==> src/obav_pkg.sv <==
`default_nettype none
package obav_pkg;

  localparam int RANGE_WIDTH  = 16;
  localparam int ANGLE_WIDTH  = 16;
  localparam int CORDIC_STEPS = 16;

  localparam int FIELD_W     = 16;
  localparam int SPEED_W     = 15;
  localparam int RANGE_EXT_W = (RANGE_WIDTH > FIELD_W) ? RANGE_WIDTH : FIELD_W;
  localparam int CFG_IDX_W   = 3;

  // CORDIC datapath: vector in Q.28 with headroom for gain, angle in pi/2^31
  localparam int ATAN_DEPTH = 24;
  localparam int STEP_W     = $clog2(ATAN_DEPTH);
  localparam int VEC_W      = 38;
  localparam int ACC_W      = 34;

  localparam logic [29:0] ATAN_TAB [ATAN_DEPTH] = '{
    30'd536870912, 30'd316933406, 30'd167458907, 30'd85004756, 30'd42667331,
    30'd21354465,  30'd10679838,  30'd5340245,   30'd2670163,  30'd1335087,
    30'd667544,    30'd333772,    30'd166886,    30'd83443,    30'd41722,
    30'd20861,     30'd10430,     30'd5215,      30'd2608,     30'd1304,
    30'd652,       30'd326,       30'd163,       30'd81
  };

  typedef enum logic [1:0] {
    CMD_ODOM = 2'd0,
    CMD_SCAN = 2'd1,
    CMD_TICK = 2'd2,
    CMD_NONE = 2'd3
  } cmd_t;

  typedef enum logic [1:0] {
    KIND_ODOM,
    KIND_SCAN,
    KIND_TICK,
    KIND_IDLE
  } kind_t;

  typedef enum logic [1:0] {
    MODE_CHOOSE  = 2'd0,
    MODE_FORWARD = 2'd1,
    MODE_RIGHT   = 2'd2,
    MODE_LEFT    = 2'd3
  } mode_t;

  typedef enum logic [CFG_IDX_W-1:0] {
    CFG_FWD_CLEAR  = 3'd0,
    CFG_SIDE_CLEAR = 3'd1,
    CFG_ESCAPE     = 3'd2,
    CFG_BEAM_CAP   = 3'd3,
    CFG_FWD_SPEED  = 3'd4,
    CFG_TURN_RATE  = 3'd5
  } cfg_idx_t;

  typedef struct packed {
    logic [FIELD_W-1:0] fwd_clear;
    logic [FIELD_W-1:0] side_clear;
    logic [FIELD_W-1:0] escape;
    logic [FIELD_W-1:0] beam_cap;
    logic [SPEED_W-1:0] fwd_speed;
    logic [SPEED_W-1:0] turn_rate;
  } cfg_t;

  typedef struct packed {
    kind_t                    kind;
    logic signed [FIELD_W-1:0] qw;
    logic signed [FIELD_W-1:0] qx;
    logic signed [FIELD_W-1:0] qy;
    logic signed [FIELD_W-1:0] qz;
    logic [RANGE_WIDTH-1:0]   rc;
    logic [RANGE_WIDTH-1:0]   rl;
    logic [RANGE_WIDTH-1:0]   rr;
  } item_t;

endpackage
`default_nettype wire

==> src/obav_front.sv <==
`default_nettype none
module obav_front (
  input  logic                                   clk,
  input  logic                                   rst,
  input  logic                                   push,
  output logic                                   full,
  input  logic [1:0]                             cmd,
  input  logic signed [obav_pkg::FIELD_W-1:0]    quat_w,
  input  logic signed [obav_pkg::FIELD_W-1:0]    quat_x,
  input  logic signed [obav_pkg::FIELD_W-1:0]    quat_y,
  input  logic signed [obav_pkg::FIELD_W-1:0]    quat_z,
  input  logic [obav_pkg::FIELD_W-1:0]           range_center,
  input  logic [obav_pkg::FIELD_W-1:0]           range_left,
  input  logic [obav_pkg::FIELD_W-1:0]           range_right,
  input  logic                                   center_inf,
  input  logic                                   left_inf,
  input  logic                                   right_inf,
  input  logic [obav_pkg::FIELD_W-1:0]           beam_cap_mm,
  output logic                                   q_valid,
  output obav_pkg::item_t                        q_item,
  input  logic                                   q_take
);

  localparam int RW   = obav_pkg::RANGE_WIDTH;
  localparam int REXT = obav_pkg::RANGE_EXT_W;

  obav_pkg::item_t entries [2];
  obav_pkg::item_t incoming;
  logic [1:0]      count;
  logic            wr_ptr;
  logic            rd_ptr;
  logic            do_push;
  logic            do_pop;

  // infinite beam takes the configured maximum; clamp to stored width
  function automatic logic [RW-1:0] store_range(input logic [obav_pkg::FIELD_W-1:0] r,
                                                input logic inf,
                                                input logic [obav_pkg::FIELD_W-1:0] rmax);
    logic [REXT-1:0] v;
    logic [REXT-1:0] top;
    v   = REXT'(inf ? rmax : r);
    top = REXT'({RW{1'b1}});
    return RW'((v > top) ? top : v);
  endfunction

  always_comb begin
    incoming.qw = quat_w;
    incoming.qx = quat_x;
    incoming.qy = quat_y;
    incoming.qz = quat_z;
    incoming.rc = store_range(range_center, center_inf, beam_cap_mm);
    incoming.rl = store_range(range_left, left_inf, beam_cap_mm);
    incoming.rr = store_range(range_right, right_inf, beam_cap_mm);
    case (cmd)
      obav_pkg::CMD_ODOM: incoming.kind = obav_pkg::KIND_ODOM;
      obav_pkg::CMD_SCAN: incoming.kind = obav_pkg::KIND_SCAN;
      obav_pkg::CMD_TICK: incoming.kind = obav_pkg::KIND_TICK;
      default:            incoming.kind = obav_pkg::KIND_IDLE;
    endcase
  end

  assign full    = (count == 2'd2);
  assign q_valid = (count != 2'd0);
  assign q_item  = entries[rd_ptr];
  assign do_push = push && !full;
  assign do_pop  = q_valid && q_take;

  always_ff @(posedge clk) begin
    if (rst) begin
      count  <= 2'd0;
      wr_ptr <= 1'b0;
      rd_ptr <= 1'b0;
    end else begin
      if (do_push) wr_ptr <= ~wr_ptr;
      if (do_pop) rd_ptr <= ~rd_ptr;
      count <= count + 2'(do_push) - 2'(do_pop);
    end
  end

  always_ff @(posedge clk) begin
    if (do_push) begin
      entries[wr_ptr] <= incoming;
    end
  end

endmodule
`default_nettype wire

==> src/obav_cordic.sv <==
`default_nettype none
module obav_cordic (
  input  logic                                      clk,
  input  logic                                      rst,
  input  logic                                      start,
  input  logic signed [obav_pkg::FIELD_W-1:0]       qw,
  input  logic signed [obav_pkg::FIELD_W-1:0]       qx,
  input  logic signed [obav_pkg::FIELD_W-1:0]       qy,
  input  logic signed [obav_pkg::FIELD_W-1:0]       qz,
  output logic                                      done,
  output logic signed [obav_pkg::ANGLE_WIDTH-1:0]   yaw
);

  localparam int AW    = obav_pkg::ANGLE_WIDTH;
  localparam int VW    = obav_pkg::VEC_W;
  localparam int ACW   = obav_pkg::ACC_W;
  localparam int SW    = obav_pkg::STEP_W;
  localparam int FW    = obav_pkg::FIELD_W;
  localparam int SH    = 32 - AW;
  localparam logic [SW-1:0] LAST_STEP = SW'(obav_pkg::CORDIC_STEPS - 1);
  localparam logic signed [VW-1:0]  ONE_Q28 = VW'(1) <<< 28;
  localparam logic signed [ACW-1:0] PI_ACC  = ACW'(1) <<< 31;
  localparam logic signed [ACW-1:0] RND     = ACW'(1) <<< (31 - AW);
  localparam logic signed [ACW-1:0] HI      = (ACW'(1) <<< (AW - 1)) - ACW'(1);
  localparam logic signed [ACW-1:0] LO      = -(ACW'(1) <<< (AW - 1));

  typedef enum logic [2:0] {
    C_IDLE,
    C_MUL,
    C_SETUP,
    C_ITER,
    C_ROUND,
    C_DONE
  } cstate_t;

  cstate_t                 state;
  logic [2:0]              k;
  logic signed [FW-1:0]    w, x, y, z;
  logic signed [2*FW-1:0]  prod;
  logic signed [2*FW:0]    sacc;
  logic signed [2*FW:0]    cacc;
  logic signed [VW-1:0]    xr, yr;
  logic signed [ACW-1:0]   acc;
  logic [SW-1:0]           step;

  logic signed [FW-1:0]    mul_a, mul_b;
  logic signed [VW-1:0]    s_v, c_v, dx, dy;
  logic signed [ACW-1:0]   tab, rnd;

  always_comb begin
    case (k)
      3'd0:    begin mul_a = w; mul_b = z; end
      3'd1:    begin mul_a = x; mul_b = y; end
      3'd2:    begin mul_a = y; mul_b = y; end
      3'd3:    begin mul_a = z; mul_b = z; end
      default: begin mul_a = '0; mul_b = '0; end
    endcase
  end

  // s = 2(wz+xy), c = 1.0 - 2(y^2+z^2), both Q.28
  assign s_v = $signed({{(VW-2*FW-2){sacc[2*FW]}}, sacc, 1'b0});
  assign c_v = ONE_Q28 - $signed({{(VW-2*FW-2){cacc[2*FW]}}, cacc, 1'b0});

  assign dx  = yr >>> step;
  assign dy  = xr >>> step;
  assign tab = $signed({{(ACW-30){1'b0}}, obav_pkg::ATAN_TAB[step]});
  assign rnd = (acc + RND) >>> SH;

  assign done = (state == C_DONE);

  always_ff @(posedge clk) begin
    if (rst) begin
      state <= C_IDLE;
      k     <= 3'd0;
      step  <= '0;
    end else begin
      case (state)
        C_IDLE: begin
          if (start) begin
            w     <= qw;
            x     <= qx;
            y     <= qy;
            z     <= qz;
            k     <= 3'd0;
            state <= C_MUL;
          end
        end
        C_MUL: begin
          prod <= mul_a * mul_b;
          case (k)
            3'd1:    sacc <= (2*FW+1)'(prod);
            3'd2:    sacc <= sacc + (2*FW+1)'(prod);
            3'd3:    cacc <= (2*FW+1)'(prod);
            3'd4:    cacc <= cacc + (2*FW+1)'(prod);
            default: ;
          endcase
          k <= k + 3'd1;
          if (k == 3'd4) state <= C_SETUP;
        end
        C_SETUP: begin
          step <= '0;
          if (s_v == '0) begin
            yaw   <= (c_v < 0) ? AW'(HI) : '0;
            state <= C_DONE;
          end else begin
            if (c_v < 0) begin
              acc <= (s_v > 0) ? PI_ACC : -PI_ACC;
              xr  <= -c_v;
              yr  <= -s_v;
            end else begin
              acc <= '0;
              xr  <= c_v;
              yr  <= s_v;
            end
            state <= C_ITER;
          end
        end
        C_ITER: begin
          if (yr >= 0) begin
            xr  <= xr + dx;
            yr  <= yr - dy;
            acc <= acc + tab;
          end else begin
            xr  <= xr - dx;
            yr  <= yr + dy;
            acc <= acc - tab;
          end
          step <= step + SW'(1);
          if (step == LAST_STEP) state <= C_ROUND;
        end
        C_ROUND: begin
          if (rnd > HI) yaw <= AW'(HI);
          else if (rnd < LO) yaw <= AW'(LO);
          else yaw <= AW'(rnd);
          state <= C_DONE;
        end
        C_DONE: begin
          state <= C_IDLE;
        end
        default: state <= C_IDLE;
      endcase
    end
  end

endmodule
`default_nettype wire

==> src/obav_back.sv <==
`default_nettype none
module obav_back (
  input  logic                                 clk,
  input  logic                                 rst,
  input  logic                                 q_valid,
  input  obav_pkg::item_t                      q_item,
  output logic                                 q_take,
  input  obav_pkg::cfg_t                       cfg,
  output logic                                 empty,
  input  logic                                 pop,
  output logic                                 publish,
  output logic [obav_pkg::SPEED_W-1:0]         linear_cmd,
  output logic signed [obav_pkg::FIELD_W-1:0]  angular_cmd,
  output logic [1:0]                           mode
);

  localparam int AW     = obav_pkg::ANGLE_WIDTH;
  localparam int RW     = obav_pkg::RANGE_WIDTH;
  localparam int REXT   = obav_pkg::RANGE_EXT_W;
  localparam int FW     = obav_pkg::FIELD_W;
  localparam int ESC_W  = AW + 1;
  localparam int ESC_UP = (AW >= FW) ? AW - FW : 0;
  localparam int ESC_DN = (AW < FW) ? FW - AW : 0;

  typedef enum logic {
    B_IDLE,
    B_YAW
  } bstate_t;

  bstate_t               state;
  logic                  out_valid;
  obav_pkg::mode_t       drive_mode;
  logic signed [AW-1:0]  heading;
  logic signed [AW-1:0]  start_heading;
  logic [RW-1:0]         rng_c, rng_l, rng_r;

  logic                  cord_done;
  logic signed [AW-1:0]  cord_yaw;

  obav_pkg::mode_t       tick_mode;
  logic                  tick_pub;
  logic [obav_pkg::SPEED_W-1:0] tick_lin;
  logic signed [FW-1:0]  tick_ang;
  logic                  tick_latch;
  logic                  turn_done;
  logic signed [AW:0]    hdiff;
  logic [ESC_W-1:0]      hmag;
  logic [ESC_W-1:0]      esc;
  logic [REXT-1:0]       c_ext, l_ext, r_ext, fwd_ext, side_ext;
  logic signed [FW-1:0]  rate_s;

  assign q_take = (state == B_IDLE) && q_valid && !out_valid;
  assign empty  = !out_valid;

  obav_cordic u_cordic (
    .clk   (clk),
    .rst   (rst),
    .start (q_take && (q_item.kind == obav_pkg::KIND_ODOM)),
    .qw    (q_item.qw),
    .qx    (q_item.qx),
    .qy    (q_item.qy),
    .qz    (q_item.qz),
    .done  (cord_done),
    .yaw   (cord_yaw)
  );

  // heading change is compared unwrapped
  assign hdiff = (AW+1)'(start_heading) - (AW+1)'(heading);
  assign hmag  = ESC_W'((hdiff < 0) ? -hdiff : hdiff);
  assign esc   = (AW >= FW) ? (ESC_W'(cfg.escape) << ESC_UP) : ESC_W'(cfg.escape >> ESC_DN);
  assign turn_done = (hmag >= esc);

  assign c_ext    = REXT'(rng_c);
  assign l_ext    = REXT'(rng_l);
  assign r_ext    = REXT'(rng_r);
  assign fwd_ext  = REXT'(cfg.fwd_clear);
  assign side_ext = REXT'(cfg.side_clear);
  assign rate_s   = $signed({1'b0, cfg.turn_rate});

  always_comb begin
    tick_mode  = drive_mode;
    tick_pub   = 1'b0;
    tick_lin   = '0;
    tick_ang   = '0;
    tick_latch = 1'b0;
    case (drive_mode)
      obav_pkg::MODE_CHOOSE: begin
        if (c_ext > fwd_ext) begin
          if (l_ext < side_ext) begin
            tick_mode  = obav_pkg::MODE_RIGHT;
            tick_latch = 1'b1;
          end else if (r_ext < side_ext) begin
            tick_mode  = obav_pkg::MODE_LEFT;
            tick_latch = 1'b1;
          end else begin
            tick_mode = obav_pkg::MODE_FORWARD;
          end
        end else if (c_ext < fwd_ext) begin
          tick_mode  = obav_pkg::MODE_RIGHT;
          tick_latch = 1'b1;
        end
      end
      obav_pkg::MODE_FORWARD: begin
        tick_pub  = 1'b1;
        tick_lin  = cfg.fwd_speed;
        tick_mode = obav_pkg::MODE_CHOOSE;
      end
      default: begin
        if (turn_done) begin
          tick_mode = obav_pkg::MODE_CHOOSE;
        end else begin
          tick_pub = 1'b1;
          tick_ang = (drive_mode == obav_pkg::MODE_RIGHT) ? -rate_s : rate_s;
        end
      end
    endcase
  end

  always_ff @(posedge clk) begin
    if (rst) begin
      state         <= B_IDLE;
      out_valid     <= 1'b0;
      drive_mode    <= obav_pkg::MODE_CHOOSE;
      heading       <= '0;
      start_heading <= '0;
      rng_c         <= '0;
      rng_l         <= '0;
      rng_r         <= '0;
    end else begin
      if (pop && out_valid) out_valid <= 1'b0;
      case (state)
        B_IDLE: begin
          if (q_take) begin
            case (q_item.kind)
              obav_pkg::KIND_ODOM: begin
                state <= B_YAW;
              end
              obav_pkg::KIND_SCAN: begin
                rng_c       <= q_item.rc;
                rng_l       <= q_item.rl;
                rng_r       <= q_item.rr;
                out_valid   <= 1'b1;
                publish     <= 1'b0;
                linear_cmd  <= '0;
                angular_cmd <= '0;
                mode        <= drive_mode;
              end
              obav_pkg::KIND_TICK: begin
                if (tick_latch) start_heading <= heading;
                drive_mode  <= tick_mode;
                out_valid   <= 1'b1;
                publish     <= tick_pub;
                linear_cmd  <= tick_lin;
                angular_cmd <= tick_ang;
                mode        <= tick_mode;
              end
              default: begin
                out_valid   <= 1'b1;
                publish     <= 1'b0;
                linear_cmd  <= '0;
                angular_cmd <= '0;
                mode        <= drive_mode;
              end
            endcase
          end
        end
        B_YAW: begin
          if (cord_done) begin
            heading     <= cord_yaw;
            out_valid   <= 1'b1;
            publish     <= 1'b0;
            linear_cmd  <= '0;
            angular_cmd <= '0;
            mode        <= drive_mode;
            state       <= B_IDLE;
          end
        end
        default: state <= B_IDLE;
      endcase
    end
  end

  a_done_in_yaw: assert property (@(posedge clk) disable iff (rst)
    cord_done |-> (state == B_YAW))
    else $error("yaw finished with no odometry item in flight");

  a_take_lands: assert property (@(posedge clk) disable iff (rst)
    q_take |=> (out_valid || state == B_YAW))
    else $error("taken item produced no result and no yaw job");

  a_quiet_zero: assert property (@(posedge clk) disable iff (rst)
    (out_valid && !publish) |-> (linear_cmd == '0 && angular_cmd == '0))
    else $error("non-publishing item carries a command");

  a_turn_cmd: assert property (@(posedge clk) disable iff (rst)
    (out_valid && angular_cmd != '0) |->
      (mode == obav_pkg::MODE_RIGHT || mode == obav_pkg::MODE_LEFT))
    else $error("angular command outside a turn");

  a_fwd_cmd: assert property (@(posedge clk) disable iff (rst)
    (out_valid && linear_cmd != '0) |-> (publish && mode == obav_pkg::MODE_CHOOSE))
    else $error("linear command not from a forward step");

endmodule
`default_nettype wire

==> src/obstacle_avoid_drive_fsm.sv <==
`default_nettype none
// Reactive obstacle-avoidance drive controller. Items arrive on a queue-style
// port (push/full) and give exactly one result each on the output queue
// (empty/pop). An odometry item is held in the back end by the iterative yaw
// unit: four products through a single 16x16 multiplier, a set-up step,
// CORDIC_STEPS vectoring steps, a rounding step and a hand-over step; when the
// sine term is zero the steps and the rounding are skipped. Scan, tick and
// unused items bypass the yaw unit. Every item also passes through the
// two-item queue between the front end and the back end, and the back end
// takes no new item while a result waits, so after a pop the next item can
// start in the following cycle. With the one-item result register up to three
// items can be held while the result side stalls. Configuration writes are
// registered and must only be made while no item is outstanding.
module obstacle_avoid_drive_fsm (
  input  logic                                  clk,
  input  logic                                  rst,
  input  logic                                  push,
  output logic                                  full,
  input  logic [1:0]                            cmd,
  input  logic signed [obav_pkg::FIELD_W-1:0]   quat_w,
  input  logic signed [obav_pkg::FIELD_W-1:0]   quat_x,
  input  logic signed [obav_pkg::FIELD_W-1:0]   quat_y,
  input  logic signed [obav_pkg::FIELD_W-1:0]   quat_z,
  input  logic [obav_pkg::FIELD_W-1:0]          range_center,
  input  logic [obav_pkg::FIELD_W-1:0]          range_left,
  input  logic [obav_pkg::FIELD_W-1:0]          range_right,
  input  logic                                  center_inf,
  input  logic                                  left_inf,
  input  logic                                  right_inf,
  output logic                                  empty,
  input  logic                                  pop,
  output logic                                  publish,
  output logic [obav_pkg::SPEED_W-1:0]          linear_cmd,
  output logic signed [obav_pkg::FIELD_W-1:0]   angular_cmd,
  output logic [1:0]                            mode,
  input  logic                                  cfg_wr,
  input  logic [obav_pkg::CFG_IDX_W-1:0]        cfg_index,
  input  logic [obav_pkg::FIELD_W-1:0]          cfg_data
);

  localparam int SPW = obav_pkg::SPEED_W;

  obav_pkg::cfg_t  cfg;
  logic            q_valid;
  logic            q_take;
  obav_pkg::item_t q_item;

  always_ff @(posedge clk) begin
    if (rst) begin
      cfg.fwd_clear  <= 16'd700;
      cfg.side_clear <= 16'd600;
      cfg.escape     <= 16'd5461;
      cfg.beam_cap   <= 16'd3500;
      cfg.fwd_speed  <= SPW'(300);
      cfg.turn_rate  <= SPW'(1500);
    end else if (cfg_wr) begin
      case (cfg_index)
        obav_pkg::CFG_FWD_CLEAR:  cfg.fwd_clear  <= cfg_data;
        obav_pkg::CFG_SIDE_CLEAR: cfg.side_clear <= cfg_data;
        obav_pkg::CFG_ESCAPE:     cfg.escape     <= cfg_data;
        obav_pkg::CFG_BEAM_CAP:   cfg.beam_cap   <= cfg_data;
        obav_pkg::CFG_FWD_SPEED:  cfg.fwd_speed  <= cfg_data[SPW-1:0];
        obav_pkg::CFG_TURN_RATE:  cfg.turn_rate  <= cfg_data[SPW-1:0];
        default: ;
      endcase
    end
  end

  obav_front u_front (
    .clk          (clk),
    .rst          (rst),
    .push         (push),
    .full         (full),
    .cmd          (cmd),
    .quat_w       (quat_w),
    .quat_x       (quat_x),
    .quat_y       (quat_y),
    .quat_z       (quat_z),
    .range_center (range_center),
    .range_left   (range_left),
    .range_right  (range_right),
    .center_inf   (center_inf),
    .left_inf     (left_inf),
    .right_inf    (right_inf),
    .beam_cap_mm  (cfg.beam_cap),
    .q_valid      (q_valid),
    .q_item       (q_item),
    .q_take       (q_take)
  );

  obav_back u_back (
    .clk         (clk),
    .rst         (rst),
    .q_valid     (q_valid),
    .q_item      (q_item),
    .q_take      (q_take),
    .cfg         (cfg),
    .empty       (empty),
    .pop         (pop),
    .publish     (publish),
    .linear_cmd  (linear_cmd),
    .angular_cmd (angular_cmd),
    .mode        (mode)
  );

endmodule
`default_nettype wire

==> config.mk <==
export PLATFORM = sky130hd
export DESIGN_NAME = obstacle_avoid_drive_fsm
export DESIGN_NICKNAME = d
export VERILOG_FILES = /design/src/obav_pkg.sv /design/src/obav_front.sv /design/src/obav_cordic.sv /design/src/obav_back.sv /design/src/obstacle_avoid_drive_fsm.sv
export SDC_FILE = /design/constraint.sdc
export NUM_CORES = 2
export LEC_CHECK = 0
export ABC_CLOCK_PERIOD_IN_PS = 9190
export BUFFER_PORTS_ARGS = -buffer_cell sky130_fd_sc_hd__buf_2
export CAP_MARGIN = 20
export CORE_MARGIN = 4
export CORE_UTILIZATION = 40
export CTS_BUF_LIST = sky130_fd_sc_hd__clkbuf_8
export DETAILED_ROUTE_END_ITERATION = 7
export SYNTH_ARGS = -nofsm -noshare
export SYNTH_HDL_FRONTEND = slang
export SYNTH_HIERARCHICAL = 1
export SYNTH_SLANG_ARGS = --single-unit
==> constraint.sdc <==
create_clock -name clk -period 9.19 [get_ports clk]
set_input_delay 0.4595 -clock clk [delete_from_list [all_inputs] [get_ports clk]]
set_output_delay 0.4595 -clock clk [all_outputs]
set_load 0.005 [all_outputs]
==> impl_metrics.json <==
{
  "clk_path_buf_depth": 3,
  "fin_setup_tns_ps": 0,
  "core_area_um2": 152000,
  "synth_flop_cell": "edfxtp_1",
  "cts_setup_buffers": 0,
  "finalMaxSlewViolations": 0,
  "port_buffers": 176,
  "wire_per_inst_um": 21.4,
  "route.detailed.drc": 0,
  "clkSinkCount": 744,
  "nFillCells": 14500,
  "dieWidth_um": 400,
  "hold_class": "input port to flip-flop",
  "cp.required_ps": 9750,
  "async_flop_share_pct": 0,
  "netlist_instances": 6302,
  "pre_cts_ws_ps": 423,
  "gp_congestion": 0.959,
  "start_util_pct": 40.4,
  "ys_seq_area_share_pct": 33.1,
  "ys_warn_count": 6,
  "grt_pass1_vias": 49200,
  "globalRoute.totalOverflow": 0,
  "timing.final.crit_period_ps": 8670,
  "critPathMaxStageDelay_ps": 750,
  "cp-end-kind": "flip-flop",
  "status": "finished clean",
  "numCtsBuffers": 137,
  "nets": 7305,
  "grt_use_total_pct": 22.5,
  "drt_wl_total_um": 185000,
  "dpl.hpwl_um": 139000,
  "fmax_ghz": 0.115,
  "hold_violations": 0,
  "rows": 143,
  "layout_setup_ws_ps": 525,
  "worstMarginPinSlew_ps": 1070,
  "critPathArrivalTime_ps": 9230,
  "drive_gt1_share_pct": 13.4,
  "htree_levels": 4,
  "final_cell_mix": "nand2_1, nor2_1, edfxtp_1",
  "crit_slowest_cell": "a22oi_1",
  "synth_edf_count": 550,
  "synth-seq-cells": 744,
  "syn_to_final_growth_pct": 11.3,
  "io_pins": 177,
  "instances_no_fill": 8680,
  "period_share_pct": 94.3,
  "crit_type": "flip-flop to flip-flop",
  "grt_pass1_wl_um": 288000,
  "grt_max_degree": 96,
  "max_cap_violations": 0,
  "antenna_found_initial": 5,
  "clkLatencyLatePin_ps": 840,
  "die_h_um": 400,
  "cpMostUsedCell": "fa_1",
  "vias_per_cell": 5.62,
  "final_common_cell": "nand2_1",
  "first_iter_violations": 3437,
  "yosysUniqueCellTypes": 109,
  "cts_tree": "done",
  "relSlewSlack_pct": 27.9,
  "ant_nets": 0,
  "routed-via-count": 48800,
  "synth_area_um2": 61600,
  "numPlacedInstances": 8300,
  "rsz0062_at_grt": "false",
  "syn_avg_cell_area_um2": 9.78,
  "dr.pass1.iters": 5,
  "critPathMaxFanout": 27,
  "setup_viol": 0,
  "path_clk_slew_ps": 50,
  "die_area_um2": 160000,
  "finalClockSkew_ps": 60.5,
  "critPathLaunchType": "flip-flop",
  "r2r_slack_ps": 520,
  "synth_nets": 7066,
  "multi_input_area_um2": 38100,
  "ff_latch_area_um2": 20400,
  "cts-root-buf": "clkbuf_8"
}
[path summary, 6_finish.rpt]
kind / startpoint / end / depth (start not counted)
min reg2reg: u_back/out_valid$_SDFF_PP0_ / u_back/out_valid$_SDFF_PP0_ / 1
max: u_back/u_cordic/k[0]$_SDFFE_PP0P_ / u_back/u_cordic/prod[24]$_DFFE_PP_ / 28
max reg2reg: u_back/u_cordic/k[0]$_SDFFE_PP0P_ / u_back/u_cordic/prod[24]$_DFFE_PP_ / 28
min: cfg_index[0] / cfg[79]$_SDFFE_PP0P_ / 3
[worst max-delay path, delay by kind of cell (launching register included)]
family	cells	cell delay, ps
AO/OA/AOI/OAI	8	2790
XOR/XNOR	1	80
adder cells (fa/ha/maj)	8	3500
buffers and inverters	6	580
flip-flops	1	400
AND/OR/NAND/NOR	5	1040
[flip-flops by register name, indices dropped and copies added (netlist names), 32 cells and up, named ones only]
| name | flops |
|---|---|
| u_back/u_cordic/prod | 32 |
| u_back/u_cordic/yr | 38 |
| u_back/u_cordic/sacc | 33 |
| u_back/u_cordic/acc | 34 |
| u_back/u_cordic/xr | 38 |
| cfg | 94 |
| u_front/entries | 228 |
| u_back/u_cordic/cacc | 33 |
[layout make-up]
type	instances	share of cell area, %
inverter	494	2.71
sequential	744	29.8
multi-input combinational	4761	55.5
clock buffer	155	3.11
clock inverter	91	0.804
timing repair buffer	403	4.38
antenna	2	0.00729
tap	2030	3.70
[kinds of logic (layout without fill, tap and decap cells)]
kind of cell | count (synthesis) | in the layout | share of synthesized area [%]
buffers and inverters | 797 | 1143 | 5.31
AOI/OAI and AO/OA | 1347 | 1347 | 14.3
adders and majority gates | 623 | 623 | 15.9
muxes | 537 | 537 | 11.4
DFF | 744 | 744 | 33.1
xor gates and xnor gates | 397 | 397 | 5.64
other | 0 | 2 | 0
and+or+nand+nor | 1857 | 1857 | 14.3
[cells in the mapped netlist (18+ instances only)]
master | instances | area [µm²]
nand2_1 | 624 | 2340
nor2_1 | 554 | 2080
edfxtp_1 | 550 | 16500
inv_1 | 491 | 1840
a21oi_1 | 388 | 1940
ha_1 | 355 | 4440
fa_1 | 268 | 5370
o21ai_0 | 265 | 1330
xnor2_1 | 227 | 1990
mux2i_1 | 214 | 2140
dfxtp_1 | 194 | 3880
clkbuf_1 | 186 | 698
xor2_1 | 170 | 1490
mux2_2 | 167 | 1880
nand2b_1 | 133 | 832
a21o_1 | 106 | 796
mux4_2 | 93 | 2090
nor3_1 | 85 | 425
nand3_1 | 81 | 405
buf_2 | 63 | 315
mux2_4 | 60 | 901
a31oi_1 | 53 | 332
o211ai_1 | 49 | 368
o31ai_1 | 48 | 360
and2_1 | 47 | 294
nor2b_1 | 47 | 294
and3_1 | 43 | 269
or3_1 | 43 | 269
a211oi_1 | 42 | 315
a22o_1 | 38 | 333
o21a_1 | 36 | 270
a221oi_1 | 35 | 307
o22ai_1 | 35 | 219
a22oi_1 | 31 | 233
nor4_1 | 31 | 194
or2_2 | 31 | 194
o21bai_1 | 26 | 195
a221o_1 | 24 | 240
nand4_1 | 23 | 144
buf_1 | 20 | 75.1
buf_6 | 18 | 203
[what timing repair did]
| item | 4_1_cts | 5_1_grt |
|---|---|---|
| gates resized for setup | 0 | 2 |
| hold endpoints to repair | 293 | 0 |
| hold buffers | 129 | 0 |
| endpoints found under the setup margin | 0 | 3 |
[metrics by stage]
stage                     area (µm²)  util (%)  hold WS [ps]
after CTS                      68500      45.0          8.26
after detailed placement       64600      42.4           441
final                          68600      45.0           104
after global placement         64600      42.4           433
after floorplan                61600         -           427
after global routing           68600      45.0          51.6
[metal layers]
layer / wire length, µm / global-route usage (%)
met5: 0 / 0
met1: 83100 / 30.5
met3: 10000 / 2.99
met2: 85100 / 36.4
met4: 7200 / 8.76
Power is left out: the tool's default activity adds up to more than one toggle a clock period on the data nets, which glitch-free logic cannot reach.
